[src/hdl/ictt_pkg.sv]
// Package with shared constants and types of the idle connection timeout table.
package ictt_pkg;
  localparam int TableDepth = 64;
  localparam int SlotBits   = $clog2(TableDepth);
  localparam int CountBits  = $clog2(TableDepth + 1);
  localparam int IdBits     = 16;
  localparam logic [31:0] TimeoutReset = 32'd60;

  typedef enum logic [1:0] {
    FUNC_TOUCH = 2'd0,
    FUNC_CLOSE = 2'd1,
    FUNC_TICK  = 2'd2,
    FUNC_NONE  = 2'd3
  } func_e;

  typedef enum logic [2:0] {
    ST_ADDED     = 3'd0,
    ST_REFRESHED = 3'd1,
    ST_CLOSED    = 3'd2,
    ST_UNKNOWN   = 3'd3,
    ST_FULL      = 3'd4,
    ST_EXPIRED   = 3'd5,
    ST_NONE_EXP  = 3'd6
  } status_e;

  typedef enum logic [3:0] {
    S_IDLE,
    S_SCAN,
    S_TOUCH_HIT,
    S_TOUCH_NEW,
    S_CLOSE,
    S_RELINK,
    S_PUSH,
    S_TICK_RD,
    S_TICK_CHK,
    S_TICK_RM
  } state_e;

  // One entry of the table memory.
  typedef struct packed {
    logic [IdBits-1:0]   id;
    logic [31:0]         tstamp;
    logic [SlotBits-1:0] newer;
    logic [SlotBits-1:0] older;
  } entry_t;
endpackage

[src/hdl/idle_connection_timeout_table_top.sv]
// Top level of the idle connection timeout table.
// A touch or close scans all TableDepth slots, one memory read per cycle, then issues its
// result word and relinks the list; busy stays high until done, and results are registered.
// A tick reads, checks and removes expired entries in turn from the oldest end; the single
// entry memory sets this pace.
// Reset clears valid bits, list ends, count and timeout (60) at once; no clearing pass.
// The receiver cannot stall: results appear for one cycle with result_valid_o.
module idle_connection_timeout_table_top
  import ictt_pkg::*;
(
  input  logic        clk_i,
  input  logic        rst_ni,
  input  logic        start,
  output logic        busy,
  input  logic [1:0]  func_i,
  input  logic [15:0] conn_id_i,
  input  logic [31:0] now_time_i,
  input  logic        cfg_valid_i,
  output logic        cfg_ready_o,
  input  logic [31:0] cfg_data_i,
  output logic        result_valid_o,
  output logic [2:0]  status_o,
  output logic [15:0] result_id_o,
  output logic        last_o
);
  state_e state_q, state_d;
  logic [TableDepth-1:0] valid_q, valid_d;
  logic [SlotBits-1:0] newest_q, newest_d, oldest_q, oldest_d;
  logic [CountBits-1:0] count_q, count_d;
  logic [31:0] timeout_q;
  logic [1:0] func_q, func_d;
  logic [IdBits-1:0] id_q, id_d;
  logic [31:0] now_q, now_d;
  logic [SlotBits-1:0] hit_q, hit_d;
  logic hit_f_q, hit_f_d, free_f_q, free_f_d;
  logic [SlotBits-1:0] free_q, free_d;
  logic [SlotBits:0] addr_cnt_q, addr_cnt_d;
  logic scan_rd_q, scan_rd_d;
  logic [SlotBits-1:0] rd_slot_q;
  entry_t cur_q, cur_d;
  logic [1:0] rl_q, rl_d;
  logic [CountBits-1:0] nexp_q, nexp_d;
  logic we;
  logic [SlotBits-1:0] addr;
  entry_t wdata, rdata;
  logic res_v_d, res_last_d;
  logic [2:0] res_st_d;
  logic [IdBits-1:0] res_id_d;
  logic [32:0] deadline;
  logic pend_q;
  logic [IdBits-1:0] pend_id_q;
  logic flush;
  logic out_v;
  logic [2:0] out_st;
  logic [IdBits-1:0] out_id;
  logic out_last;

  ictt_ram u_ram (
    .clk_i, .we_i(we), .addr_i(addr), .wdata_i(wdata), .rdata_o(rdata)
  );

  assign busy        = (state_q != S_IDLE);
  assign cfg_ready_o = (state_q == S_IDLE);
  assign deadline    = {1'b0, rdata.tstamp} + {1'b0, timeout_q};

  // Configuration register.
  always_ff @(posedge clk_i or negedge rst_ni) begin
    if (!rst_ni) begin
      timeout_q <= TimeoutReset;
    end else if (cfg_valid_i && cfg_ready_o) begin
      timeout_q <= cfg_data_i;
    end
  end

  // Control state.
  always_ff @(posedge clk_i or negedge rst_ni) begin
    if (!rst_ni) begin
      state_q        <= S_IDLE;
      valid_q        <= '0;
      newest_q       <= '0;
      oldest_q       <= '0;
      count_q        <= '0;
      scan_rd_q      <= 1'b0;
      result_valid_o <= 1'b0;
    end else begin
      state_q        <= state_d;
      valid_q        <= valid_d;
      newest_q       <= newest_d;
      oldest_q       <= oldest_d;
      count_q        <= count_d;
      scan_rd_q      <= scan_rd_d;
      result_valid_o <= out_v;
    end
  end

  // Payload registers.
  always_ff @(posedge clk_i) begin
    func_q      <= func_d;
    id_q        <= id_d;
    now_q       <= now_d;
    hit_q       <= hit_d;
    hit_f_q     <= hit_f_d;
    free_f_q    <= free_f_d;
    free_q      <= free_d;
    addr_cnt_q  <= addr_cnt_d;
    rd_slot_q   <= addr;
    cur_q       <= cur_d;
    rl_q        <= rl_d;
    nexp_q      <= nexp_d;
    status_o    <= out_st;
    result_id_o <= out_id;
    last_o      <= out_last;
  end

  // Sequencer: lookup scan, relink steps and tick walk.
  always_comb begin
    state_d    = state_q;
    valid_d    = valid_q;
    newest_d   = newest_q;
    oldest_d   = oldest_q;
    count_d    = count_q;
    func_d     = func_q;
    id_d       = id_q;
    now_d      = now_q;
    hit_d      = hit_q;
    hit_f_d    = hit_f_q;
    free_f_d   = free_f_q;
    free_d     = free_q;
    addr_cnt_d = addr_cnt_q;
    scan_rd_d  = 1'b0;
    cur_d      = cur_q;
    rl_d       = rl_q;
    nexp_d     = nexp_q;
    we         = 1'b0;
    addr       = '0;
    wdata      = cur_q;
    res_v_d    = 1'b0;
    res_st_d   = ST_NONE_EXP;
    res_id_d   = '0;
    res_last_d = 1'b1;
    unique case (state_q)
      S_IDLE: begin
        if (start) begin
          func_d     = func_i;
          id_d       = conn_id_i[IdBits-1:0];
          now_d      = now_time_i;
          hit_f_d    = 1'b0;
          free_f_d   = 1'b0;
          addr_cnt_d = '0;
          nexp_d     = '0;
          unique case (func_e'(func_i))
            FUNC_TOUCH, FUNC_CLOSE: state_d = S_SCAN;
            FUNC_TICK:              state_d = S_TICK_RD;
            default:                state_d = S_IDLE;
          endcase
        end
      end
      S_SCAN: begin
        // Issue one read per cycle and compare the word that returns.
        addr = addr_cnt_q[SlotBits-1:0];
        if (addr_cnt_q < (SlotBits+1)'(TableDepth)) begin
          scan_rd_d  = 1'b1;
          addr_cnt_d = addr_cnt_q + 1'b1;
        end
        if (scan_rd_q) begin
          if (valid_q[rd_slot_q] && rdata.id == id_q && !hit_f_q) begin
            hit_f_d = 1'b1;
            hit_d   = rd_slot_q;
            cur_d   = rdata;
          end
          if (!valid_q[rd_slot_q] && !free_f_q) begin
            free_f_d = 1'b1;
            free_d   = rd_slot_q;
          end
        end
        if (!scan_rd_q && addr_cnt_q == (SlotBits+1)'(TableDepth)) begin
          if (func_q == FUNC_CLOSE) begin
            state_d = S_CLOSE;
          end else if (hit_f_q) begin
            state_d = S_TOUCH_HIT;
          end else begin
            state_d = S_TOUCH_NEW;
          end
        end
      end
      S_CLOSE: begin
        res_v_d  = 1'b1;
        res_id_d = id_q;
        if (!hit_f_q) begin
          res_st_d = ST_UNKNOWN;
          state_d  = S_IDLE;
        end else begin
          res_st_d = ST_CLOSED;
          valid_d[hit_q] = 1'b0;
          count_d  = count_q - 1'b1;
          rl_d     = 2'd0;
          state_d  = S_RELINK;
        end
      end
      S_TOUCH_HIT: begin
        // Store the new time, then unlink and push if not already newest.
        addr  = hit_q;
        we    = 1'b1;
        wdata = cur_q;
        wdata.tstamp = now_q;
        cur_d = wdata;
        res_v_d  = 1'b1;
        res_st_d = ST_REFRESHED;
        res_id_d = id_q;
        if (hit_q == newest_q) begin
          state_d = S_IDLE;
        end else begin
          count_d = count_q - 1'b1;
          rl_d    = 2'd0;
          state_d = S_RELINK;
        end
      end
      S_TOUCH_NEW: begin
        res_v_d  = 1'b1;
        res_id_d = id_q;
        if (!free_f_q) begin
          res_st_d = ST_FULL;
          state_d  = S_IDLE;
        end else begin
          res_st_d = ST_ADDED;
          hit_d    = free_q;
          cur_d.id     = id_q;
          cur_d.tstamp = now_q;
          valid_d[free_q] = 1'b1;
          rl_d    = 2'd0;
          state_d = S_PUSH;
        end
      end
      S_RELINK: begin
        // Unlink hit_q (entry in cur_q): read-modify-write the neighbors.
        unique case (rl_q)
          2'd0: begin
            if (hit_q == newest_q) begin
              newest_d = cur_q.older;
              rl_d     = 2'd2;
            end else begin
              addr = cur_q.newer;
              rl_d = 2'd1;
            end
          end
          2'd1: begin
            addr  = cur_q.newer;
            we    = 1'b1;
            wdata = rdata;
            wdata.older = cur_q.older;
            rl_d  = 2'd2;
            if (hit_q == oldest_q) begin
              oldest_d = cur_q.newer;
              rl_d     = 2'd0;
              state_d  = (func_q == FUNC_TOUCH) ? S_PUSH :
                         ((func_q == FUNC_TICK) ? S_TICK_RD : S_IDLE);
            end else begin
              addr = cur_q.newer;
            end
          end
          2'd2: begin
            if (hit_q == oldest_q) begin
              oldest_d = cur_q.newer;
              rl_d     = 2'd0;
              state_d  = (func_q == FUNC_TOUCH) ? S_PUSH :
                         ((func_q == FUNC_TICK) ? S_TICK_RD : S_IDLE);
            end else begin
              addr = cur_q.older;
              rl_d = 2'd3;
            end
          end
          default: begin
            addr  = cur_q.older;
            we    = 1'b1;
            wdata = rdata;
            wdata.newer = cur_q.newer;
            rl_d  = 2'd0;
            state_d = (func_q == FUNC_TOUCH) ? S_PUSH :
                      ((func_q == FUNC_TICK) ? S_TICK_RD : S_IDLE);
          end
        endcase
      end
      S_PUSH: begin
        // Write the entry at the front, then fix the old front's newer link.
        unique case (rl_q)
          2'd0: begin
            addr  = hit_q;
            we    = 1'b1;
            wdata = cur_q;
            wdata.older = newest_q;
            if (count_q == '0) begin
              newest_d = hit_q;
              oldest_d = hit_q;
              count_d  = count_q + 1'b1;
              state_d  = S_IDLE;
            end else begin
              rl_d = 2'd1;
            end
          end
          2'd1: begin
            addr = newest_q;
            rl_d = 2'd2;
          end
          default: begin
            addr  = newest_q;
            we    = 1'b1;
            wdata = rdata;
            wdata.newer = hit_q;
            newest_d = hit_q;
            count_d  = count_q + 1'b1;
            rl_d     = 2'd0;
            state_d  = S_IDLE;
          end
        endcase
      end
      S_TICK_RD: begin
        addr = oldest_q;
        if (count_q == '0 || nexp_q == CountBits'(TableDepth)) begin
          state_d = S_TICK_CHK;
        end else begin
          scan_rd_d = 1'b1;
          state_d   = S_TICK_CHK;
        end
      end
      S_TICK_CHK: begin
        if (scan_rd_q && deadline < {1'b0, now_q}) begin
          cur_d   = rdata;
          hit_d   = oldest_q;
          state_d = S_TICK_RM;
        end else begin
          if (nexp_q == '0) begin
            res_v_d  = 1'b1;
            res_st_d = ST_NONE_EXP;
            res_id_d = '0;
          end
          state_d = S_IDLE;
        end
      end
      S_TICK_RM: begin
        // Report the previous expiry only once we know whether more follow.
        valid_d[hit_q] = 1'b0;
        count_d = count_q - 1'b1;
        nexp_d  = nexp_q + 1'b1;
        rl_d    = 2'd0;
        state_d = S_RELINK;
      end
      default: state_d = S_IDLE;
    endcase
  end

  // Expiry results: emitted from a small delay stage so the last flag is known.
  assign flush = (state_q == S_TICK_CHK) && !(scan_rd_q && deadline < {1'b0, now_q});

  always_ff @(posedge clk_i or negedge rst_ni) begin
    if (!rst_ni) begin
      pend_q <= 1'b0;
    end else if (state_q == S_TICK_RM) begin
      pend_q <= 1'b1;
    end else if (flush) begin
      pend_q <= 1'b0;
    end
  end

  always_ff @(posedge clk_i) begin
    if (state_q == S_TICK_RM) begin
      pend_id_q <= cur_q.id;
    end
  end

  // Final output mux: pending expiry goes out on the next remove or at the end.
  always_comb begin
    out_v    = res_v_d;
    out_st   = res_st_d;
    out_id   = res_id_d;
    out_last = res_last_d;
    if (pend_q && state_q == S_TICK_RM) begin
      out_v = 1'b1; out_st = ST_EXPIRED; out_id = pend_id_q; out_last = 1'b0;
    end else if (pend_q && flush) begin
      out_v = 1'b1; out_st = ST_EXPIRED; out_id = pend_id_q; out_last = 1'b1;
    end
  end

  property p_count_bound;
    @(posedge clk_i) disable iff (!rst_ni) count_q <= CountBits'(TableDepth);
  endproperty
  a_count_bound: assert property (p_count_bound) else $error("count over depth");

  a_busy_on_start: assert property (@(posedge clk_i) disable iff (!rst_ni)
    (start && !busy && func_i != FUNC_NONE) |=> busy) else $error("start not taken");

  a_idle_quiet: assert property (@(posedge clk_i) disable iff (!rst_ni)
    (state_q == S_IDLE && !start) |=> !pend_q) else $error("expiry left pending");
endmodule

[src/hdl/ictt_ram.sv]
// Single port synchronous entry memory with a registered read.
module ictt_ram
  import ictt_pkg::*;
(
  input  logic                clk_i,
  input  logic                we_i,
  input  logic [SlotBits-1:0] addr_i,
  input  entry_t              wdata_i,
  output entry_t              rdata_o
);
  entry_t mem [TableDepth];

  // Write and registered read.
  always_ff @(posedge clk_i) begin
    if (we_i) begin
      mem[addr_i] <= wdata_i;
    end
    rdata_o <= mem[addr_i];
  end
endmodule
[config.mk]
export PLATFORM = sky130hd
export DESIGN_NAME = idle_connection_timeout_table_top
export DESIGN_NICKNAME = d
export VERILOG_FILES = /design/src/hdl/ictt_pkg.sv /design/src/hdl/idle_connection_timeout_table_top.sv /design/src/hdl/ictt_ram.sv
export SDC_FILE = /design/constraint.sdc
export NUM_CORES = 2
export LEC_CHECK = 0
export BUFFER_PORTS_ARGS = -buffer_cell sky130_fd_sc_hd__buf_2
export CELL_PAD_IN_SITES_DETAIL_PLACEMENT = 1
export CELL_PAD_IN_SITES_GLOBAL_PLACEMENT = 1
export CORE_MARGIN = 2
export CORE_UTILIZATION = 42
export CTS_BUF_LIST = sky130_fd_sc_hd__clkbuf_8
export CTS_CLUSTER_SIZE = 28
export DETAILED_ROUTE_END_ITERATION = 12
export MAX_ROUTING_LAYER = met4
export PLACE_DENSITY = 0.68
export SLEW_MARGIN = 25
export SYNTH_ARGS = -nofsm -noshare
export SYNTH_HDL_FRONTEND = slang
export SYNTH_SLANG_ARGS = --single-unit
[constraint.sdc]
create_clock -name clk_i -period 9.6 [get_ports clk_i]
set_clock_uncertainty 0.15 [all_clocks]
set_input_delay 1.44 -clock clk_i [delete_from_list [all_inputs] [get_ports clk_i]]
set_output_delay 1.44 -clock clk_i [all_outputs]
set_load 0.02 [all_outputs]
# Word level (Yosys, flattened, before mapping)
# Memory sizes are Yosys's and may differ from the RTL's. A register that Yosys moved wholly into a read port is not among the register bits.
# Cells that the tools add are included.
[totals]
wordCells = 242
regBits = 304
in_bits = 86
output_inout_bits = 23
mem_bits_rw = 3840
memories = 1
[memory_table]
columns = ["name", "depth", "width", "rd", "rd_clocked_by_memory_dff", "wr", "line_no", "text"]
rows = [
  ["u_ram.mem", 64, 60, 1, 1, 1, "ictt_ram.sv:11", "entry_t mem [TableDepth];"],
]
[op_classes]
n_lt_le_gt_ge = 7
n_bitwise = 4
n_mux = 101
add_sub_neg = 5
eq_ne = 41
reduce_logical = 55
[ops]
columns = ["operator", "n"]
rows = [
  ["$pmux 60 s2", 2],
  ["$pmux 48 s4", 1],
  ["$pmux 64 s3", 1],
  ["$mux 60", 3],
  ["$pmux 60 s3", 1],
  ["$mux 64", 2],
  ["$mux 6", 13],
  ["$and 64x64->64", 1],
  ["$not 64->64", 1],
  ["$or 64x64->64", 1],
  ["$mux 16", 3],
  ["$mux 48", 1],
  ["$pmux 7 s2", 3],
  ["$pmux 4 s10", 1],
  ["$ne 2x2->1 const B", 18],
  ["$pmux 6 s2", 3],
  ["$pmux 6 s3", 2],
  ["$mux 7", 5],
  ["$add 32x32->33", 1],
  ["$lt 33x32->1", 1],
  ["$pmux 6 s5", 1],
  ["$reduce_and 5->1", 6],
  ["$pmux 7 s4", 1],
  ["$pmux 12 s2", 1],
  ["other kinds (46)", 140],
]

# Depth between registers and ports, before layout
[logic_depth]
word_depth = 8
ltp_mapped = 23
depth_no_buf = 22

# By module
# From an unflattened synthesis, not the netlist that was laid out.
[unflattened]
hier_cells = 9494
hier_area_um2 = 161647.5
[modules_own_cells]
columns = ["module", "cells_per_inst", "instances", "seq_area_each_um2", "area_each_um2"]
rows = [
  ["ictt_ram", 7897, 1, 116511.7, 144871.4],
  ["idle_connection_timeout_table_top", 1597, 1, 8262.9, 16776.1],
]

# Worst setup path before layout
# No wires, ideal clock.
[synth_timing]
kind = "reg-to-reg"
start = "register, netlist name u_ram.rdata_o[12]"
end = "register cur_q[12] (netlist name) (enable)"
setup_slack_ns = 2.537
stages_incl_launch_ff = 23
setup_time_ns = 0.470
period_less_slack_ns = 7.063
n_path_buf = 0
required_time_ns = 8.980
arrival_time_ns = 6.443
cell_sequence = "dfxtp_1 > ha_1 > inv_1 > fa_1 > nor2b_1 > o21ai_0 > a21bo_2 > a211o_1 > a21oi_1 > o211ai_1 > a211oi_1 > nor3_1 > xnor2_1 > ha_1 > a21o_1 > a21oi_1 > o21ai_0 > o211ai_1 > o2111ai_1 > nor2_1 > nor3b_1 > a21boi_0 > o31ai_1"
[synth_via]
elab_chain_cells = 5
[synth_lines]
columns = ["item", "line_no", "text"]
rows = [
  ["$add 32x32->33", "idle_connection_timeout_table_top.sv:64", "assign deadline = {1'b0, rdata.tstamp} + {1'b0, timeout_q};"],
  ["$lt 33x32->1", "idle_connection_timeout_table_top.sv:326", "if (scan_rd_q && deadline < {1'b0, now_q}) begin"],
  ["$logic_and 1x1->1", "idle_connection_timeout_table_top.sv:326", ""],
  ["$ne 2x2->1 (no source line)", "--", ""],
  ["$reduce_and 5->1 (no source line)", "--", ""],
  ["end signal: assignment", "idle_connection_timeout_table_top.sv:107", "cur_q <= cur_d;"],
  ["end: declaration", "idle_connection_timeout_table_top.sv:40", "entry_t cur_q, cur_d;"],
]
# No other way between the ends.
# A chain may end at the register's enable or synchronous reset.

# Worst setup path in the final report
[layout_timing]
start = "register, netlist name u_ram.rdata_o[13]"
end = "register cur_q[38] (netlist name) (enable)"
[layout_via]
elab_chain_cells = 5
[layout_lines]
columns = ["item", "line_no"]
rows = [
  ["$add 32x32->33", "idle_connection_timeout_table_top.sv:64"],
  ["$lt 33x32->1", "idle_connection_timeout_table_top.sv:326"],
  ["$logic_and 1x1->1", "idle_connection_timeout_table_top.sv:326"],
  ["$ne 2x2->1 (no source line)", "--"],
  ["$reduce_and 5->1 (no source line)", "--"],
]
# No other way between the ends.

==> results.py <==
metrics = {
    "synth": {
        "synthCells": 7768,
        "ys_ff_latch": 4204,
        "synthFlopType": "edfxtp_1",
        "async_reset_ff_frac": 0.0290,
        "ys_seq_area_frac": 0.772,
        "ys.warnings.count": 0,
        "synth_edf_count": 3996,
        "ys_types": 80,
        "synthesis.nets": 7932,
        "synthesis.area_um2": 162000,
        "avgSynthCellArea_um2": 20.8,
    },
    "worst_setup_path": {
        "cp_data_required_time_ps": 10290,
        "path_cells": "ha_1 -> a211oi_1 -> nor3_1 -> nor3_1 -> a211oi_1 -> o21ai_0 -> o21bai_1 -> a21oi_1 -> nor3_1 -> a211oi_1 -> ha_1 -> a211oi_1 -> o21ai_0 -> o211ai_1 -> o2111ai_1 -> nor2_1 -> nor3b_1 -> buf_4 -> a21boi_0 -> o31ai_4 -> buf_4",
        "endpoint_kind": "flop",
        "rr_endpoint": "cur_q[38]",
        "startpoint_type": "flop",
        "critPathMaxStageDelay_ps": 990,
        "cp_top_family": "compound AO/OA/AOI/OAI gates",
        "worstPathMaxFanout": 32,
        "path_buf_inv": 2,
        "path_common_cell": "a211oi_1",
        "crit_slowest_cell": "dfxtp_1",
        "crit_type": "reg2reg",
        "cp_data_arrival_time_ps": 7910,
        "r2r_slack_ps": 2380,
        "rr_worst_depth": 21,
        "crit_path_start": "u_ram.rdata_o[13]",
        "r2r_start": "u_ram.rdata_o[13]",
    },
    "detailed_routing": {
        "post-route-drc-count": 0,
        "via_count": 89568,
        "dr.pass1.iters": 9,
        "wl_per_cell_um": 38.2,
        "initialDrtViolationCount": 14773,
        "postRouteAntennaNets": 0,
        "drt-total-wl_mm": 535,
        "vias_per_cell": 6.41,
    },
    "clock_network": {
        "cts-root-buf": "clkbuf_8",
        "cts_tree": "built",
        "clkLatencyLatePin_ps": 1290,
        "clkTransAtPathRegs_ps": 60,
        "cts_buffers": 653,
        "clkSinkCount": 4204,
        "cts_resized": 0,
        "cts_setup_buffers": 0,
        "h-tree-depth": 6,
        "cts_buffer_depth": 4,
    },
    "timing": {
        "slew_viol_final": 0,
        "whs_ps": 181,
        "final.setup.tns_ps": 0,
        "fin_ws_ps": 2380,
        "tightestPinTransition_ps": 1130,
        "maxSlewHeadroom": 0.248,
        "final_hold_viol_count": 0,
        "fmax_mhz": 138,
        "setup_viol": 0,
        "post-route-period-util": 0.753,
        "post-route-min-period_ps": 7220,
        "grt_setup_unrepaired": "no",
    },
    "power_and_ir_drop": {
        "pwr_density_cell_nw_per_um2": 324,
        "max-vdd-ir-drop_mv": 0.392,
        "p_leak_nw": 58.1,
    },
    "hold_path": {
        "holdPathEnd": "id_q[10]",
        "min_path_cells": 1,
        "min-delay-start": "conn_id_i[10]",
        "hp-class": "in2reg",
    },
    "layout": {
        "final_cell_mix": "edfxtp_1 (3996), mux4_2 (944), clkbuf_8 (700)",
        "area_delta_synth_final_pct": 13.0,
        "design_area_um2": 183000,
        "drive_gt1_frac": 0.259,
        "layout_commonest_cell": "edfxtp_1",
        "final_nets": 8559,
        "utilization": 0.477,
    },
    "placed_design": {
        "place_ws_ps": 2310,
        "placed_cell_area_um2": 170000,
        "dp_hpwl_mm": 278,
        "io_buffers": 108,
        "gp_congestion": 0.836,
    },
    "floorplanning": {
        "fp.dieW_um": 624,
        "coreArea_um2": 383000,
        "die_height_um": 624,
        "dieArea_um2": 390000,
        "start_util": 0.422,
        "ioPinCount": 109,
        "num_rows": 227,
    },
    "global_route": {
        "track_usage": 0.279,
        "grt_pass1_wl_mm": 734,
        "overflow": 0,
        "grt_pass1_vias": 89663,
        "grt_max_degree": 129,
        "antenna_found_initial": 26,
    },
    "flow_run": {
        "maxCapViolations": 0,
    },
    "status": {
        "outcome": "finished clean",
    },
}
[synthesized netlist by cell type (77+ instances only)]
library cell,n,area share
mux4_2,944,0.13
o21ai_0,77,0.0024
clkbuf_1,228,0.0053
edfxtp_1,3996,0.74
nor2_1,175,0.0041
a21oi_1,218,0.0068
nand2_1,292,0.0068
nand4_1,121,0.0047
a22oi_1,476,0.022
dfxtp_1,86,0.011
buf_2,129,0.0040
dfrtp_1,118,0.018
inv_1,98,0.0023
nand3_1,167,0.0052
[what timing repair did]
item,CTS,global route
hold endpoints to repair,43,0
endpoints found under the setup margin,0,0
hold buffers,1,0
[cell type report]
cell class                      count  area (um2)
Clock inverter                    486        2450
Antenna cell                       19        47.5
Tap cell                         5038        6300
Sequential cell                  4204      125000
Inverter                          103         402
Clock buffer                      700        9630
Timing Repair Buffer              376        3390
Fill cell                       34866      200000
Multi-Input combinational cell   3057       35600
[how the worst max path moves through the flow]
| stage | endpoint | slack [ps] | depth (start not counted) |
|---|---|---|---|
| finish | cur_q[38] | 2380 | 21 |
| floorplan | cur_q[12] | 2540 | 22 |
| global placement | hit_q[0] | 2400 | 21 |
| global route | cur_q[33] | 1890 | 21 |
| detailed placement | hit_q[2] | 2310 | 21 |
| CTS | cur_q[28] | 2350 | 21 |
[through the flow]
| step | power [mW] | std cells |
|---|---|---|
| final | 59.1 | 13983 |
| after global routing | 61.2 | 13975 |
| after floorplan | 37.6 | 7768 |
| after global placement | 44.5 | 12775 |
| after detailed placement | 45.0 | 12777 |
| after CTS | 59.1 | 13964 |
[layer usage]
metal	vias to the layer above	GRT usage	wire (um)
li1	33949	-	-
met1	48432	0.376	203000
met2	6211	0.431	253000
met3	976	0.0505	59100
met4	0	0.0950	19000
met5	-	-	0
[sequential cells by signal, summed over array words and instances, names as in the netlist, 3 cells and up]
signal,flops
u_ram.mem,3840
valid_q,64
cur_q,60
u_ram.rdata_o,60
now_q,32
timeout_q,32
id_q,16
pend_id_q,16
result_id_o,16
addr_cnt_q,7
count_q,7
nexp_q,7
free_q,6
hit_q,6
newest_q,6
oldest_q,6
rd_slot_q,6
state_q,4
status_o,3
[worst reg2reg max path, cell delays in order, from the launching register on]
cell       delay (ps)
dfxtp_1           990
ha_1              410
a211oi_1          300
nor3_1            100
nor3_1            460
a211oi_1          260
o21ai_0           500
o21bai_1          250
a21oi_1           340
nor3_1             80
a211oi_1          280
ha_1              340
a211oi_1          200
o21ai_0           120
o211ai_1          120
o2111ai_1         140
nor2_1            280
nor3b_1           250
buf_4             220
a21boi_0          190
o31ai_4           330
buf_4             510
[logic make-up (layout without fill, tap and decap cells)]
logic type                 Yosys count  in the layout  synth area share
AOI/OAI and AO/OA                  951            951            0.0409
xor gates and xnor gates            68             68           0.00369
adders and majority gates           78             78           0.00613
buffers and inverters              507           1665            0.0129
DFF                               4204           4204             0.772
muxes                             1000           1000             0.135
other                                0             19                 0
and+or+nand+nor                    960            960            0.0289
[power breakdown]
part	switching (mW)	total, mW	internal, mW
sequential	0.986	24.4	23.4
combinational	12.7	20.5	7.79
clock	7.21	14.2	6.99
No activity file was read; power rests on OpenSTA's default activity.
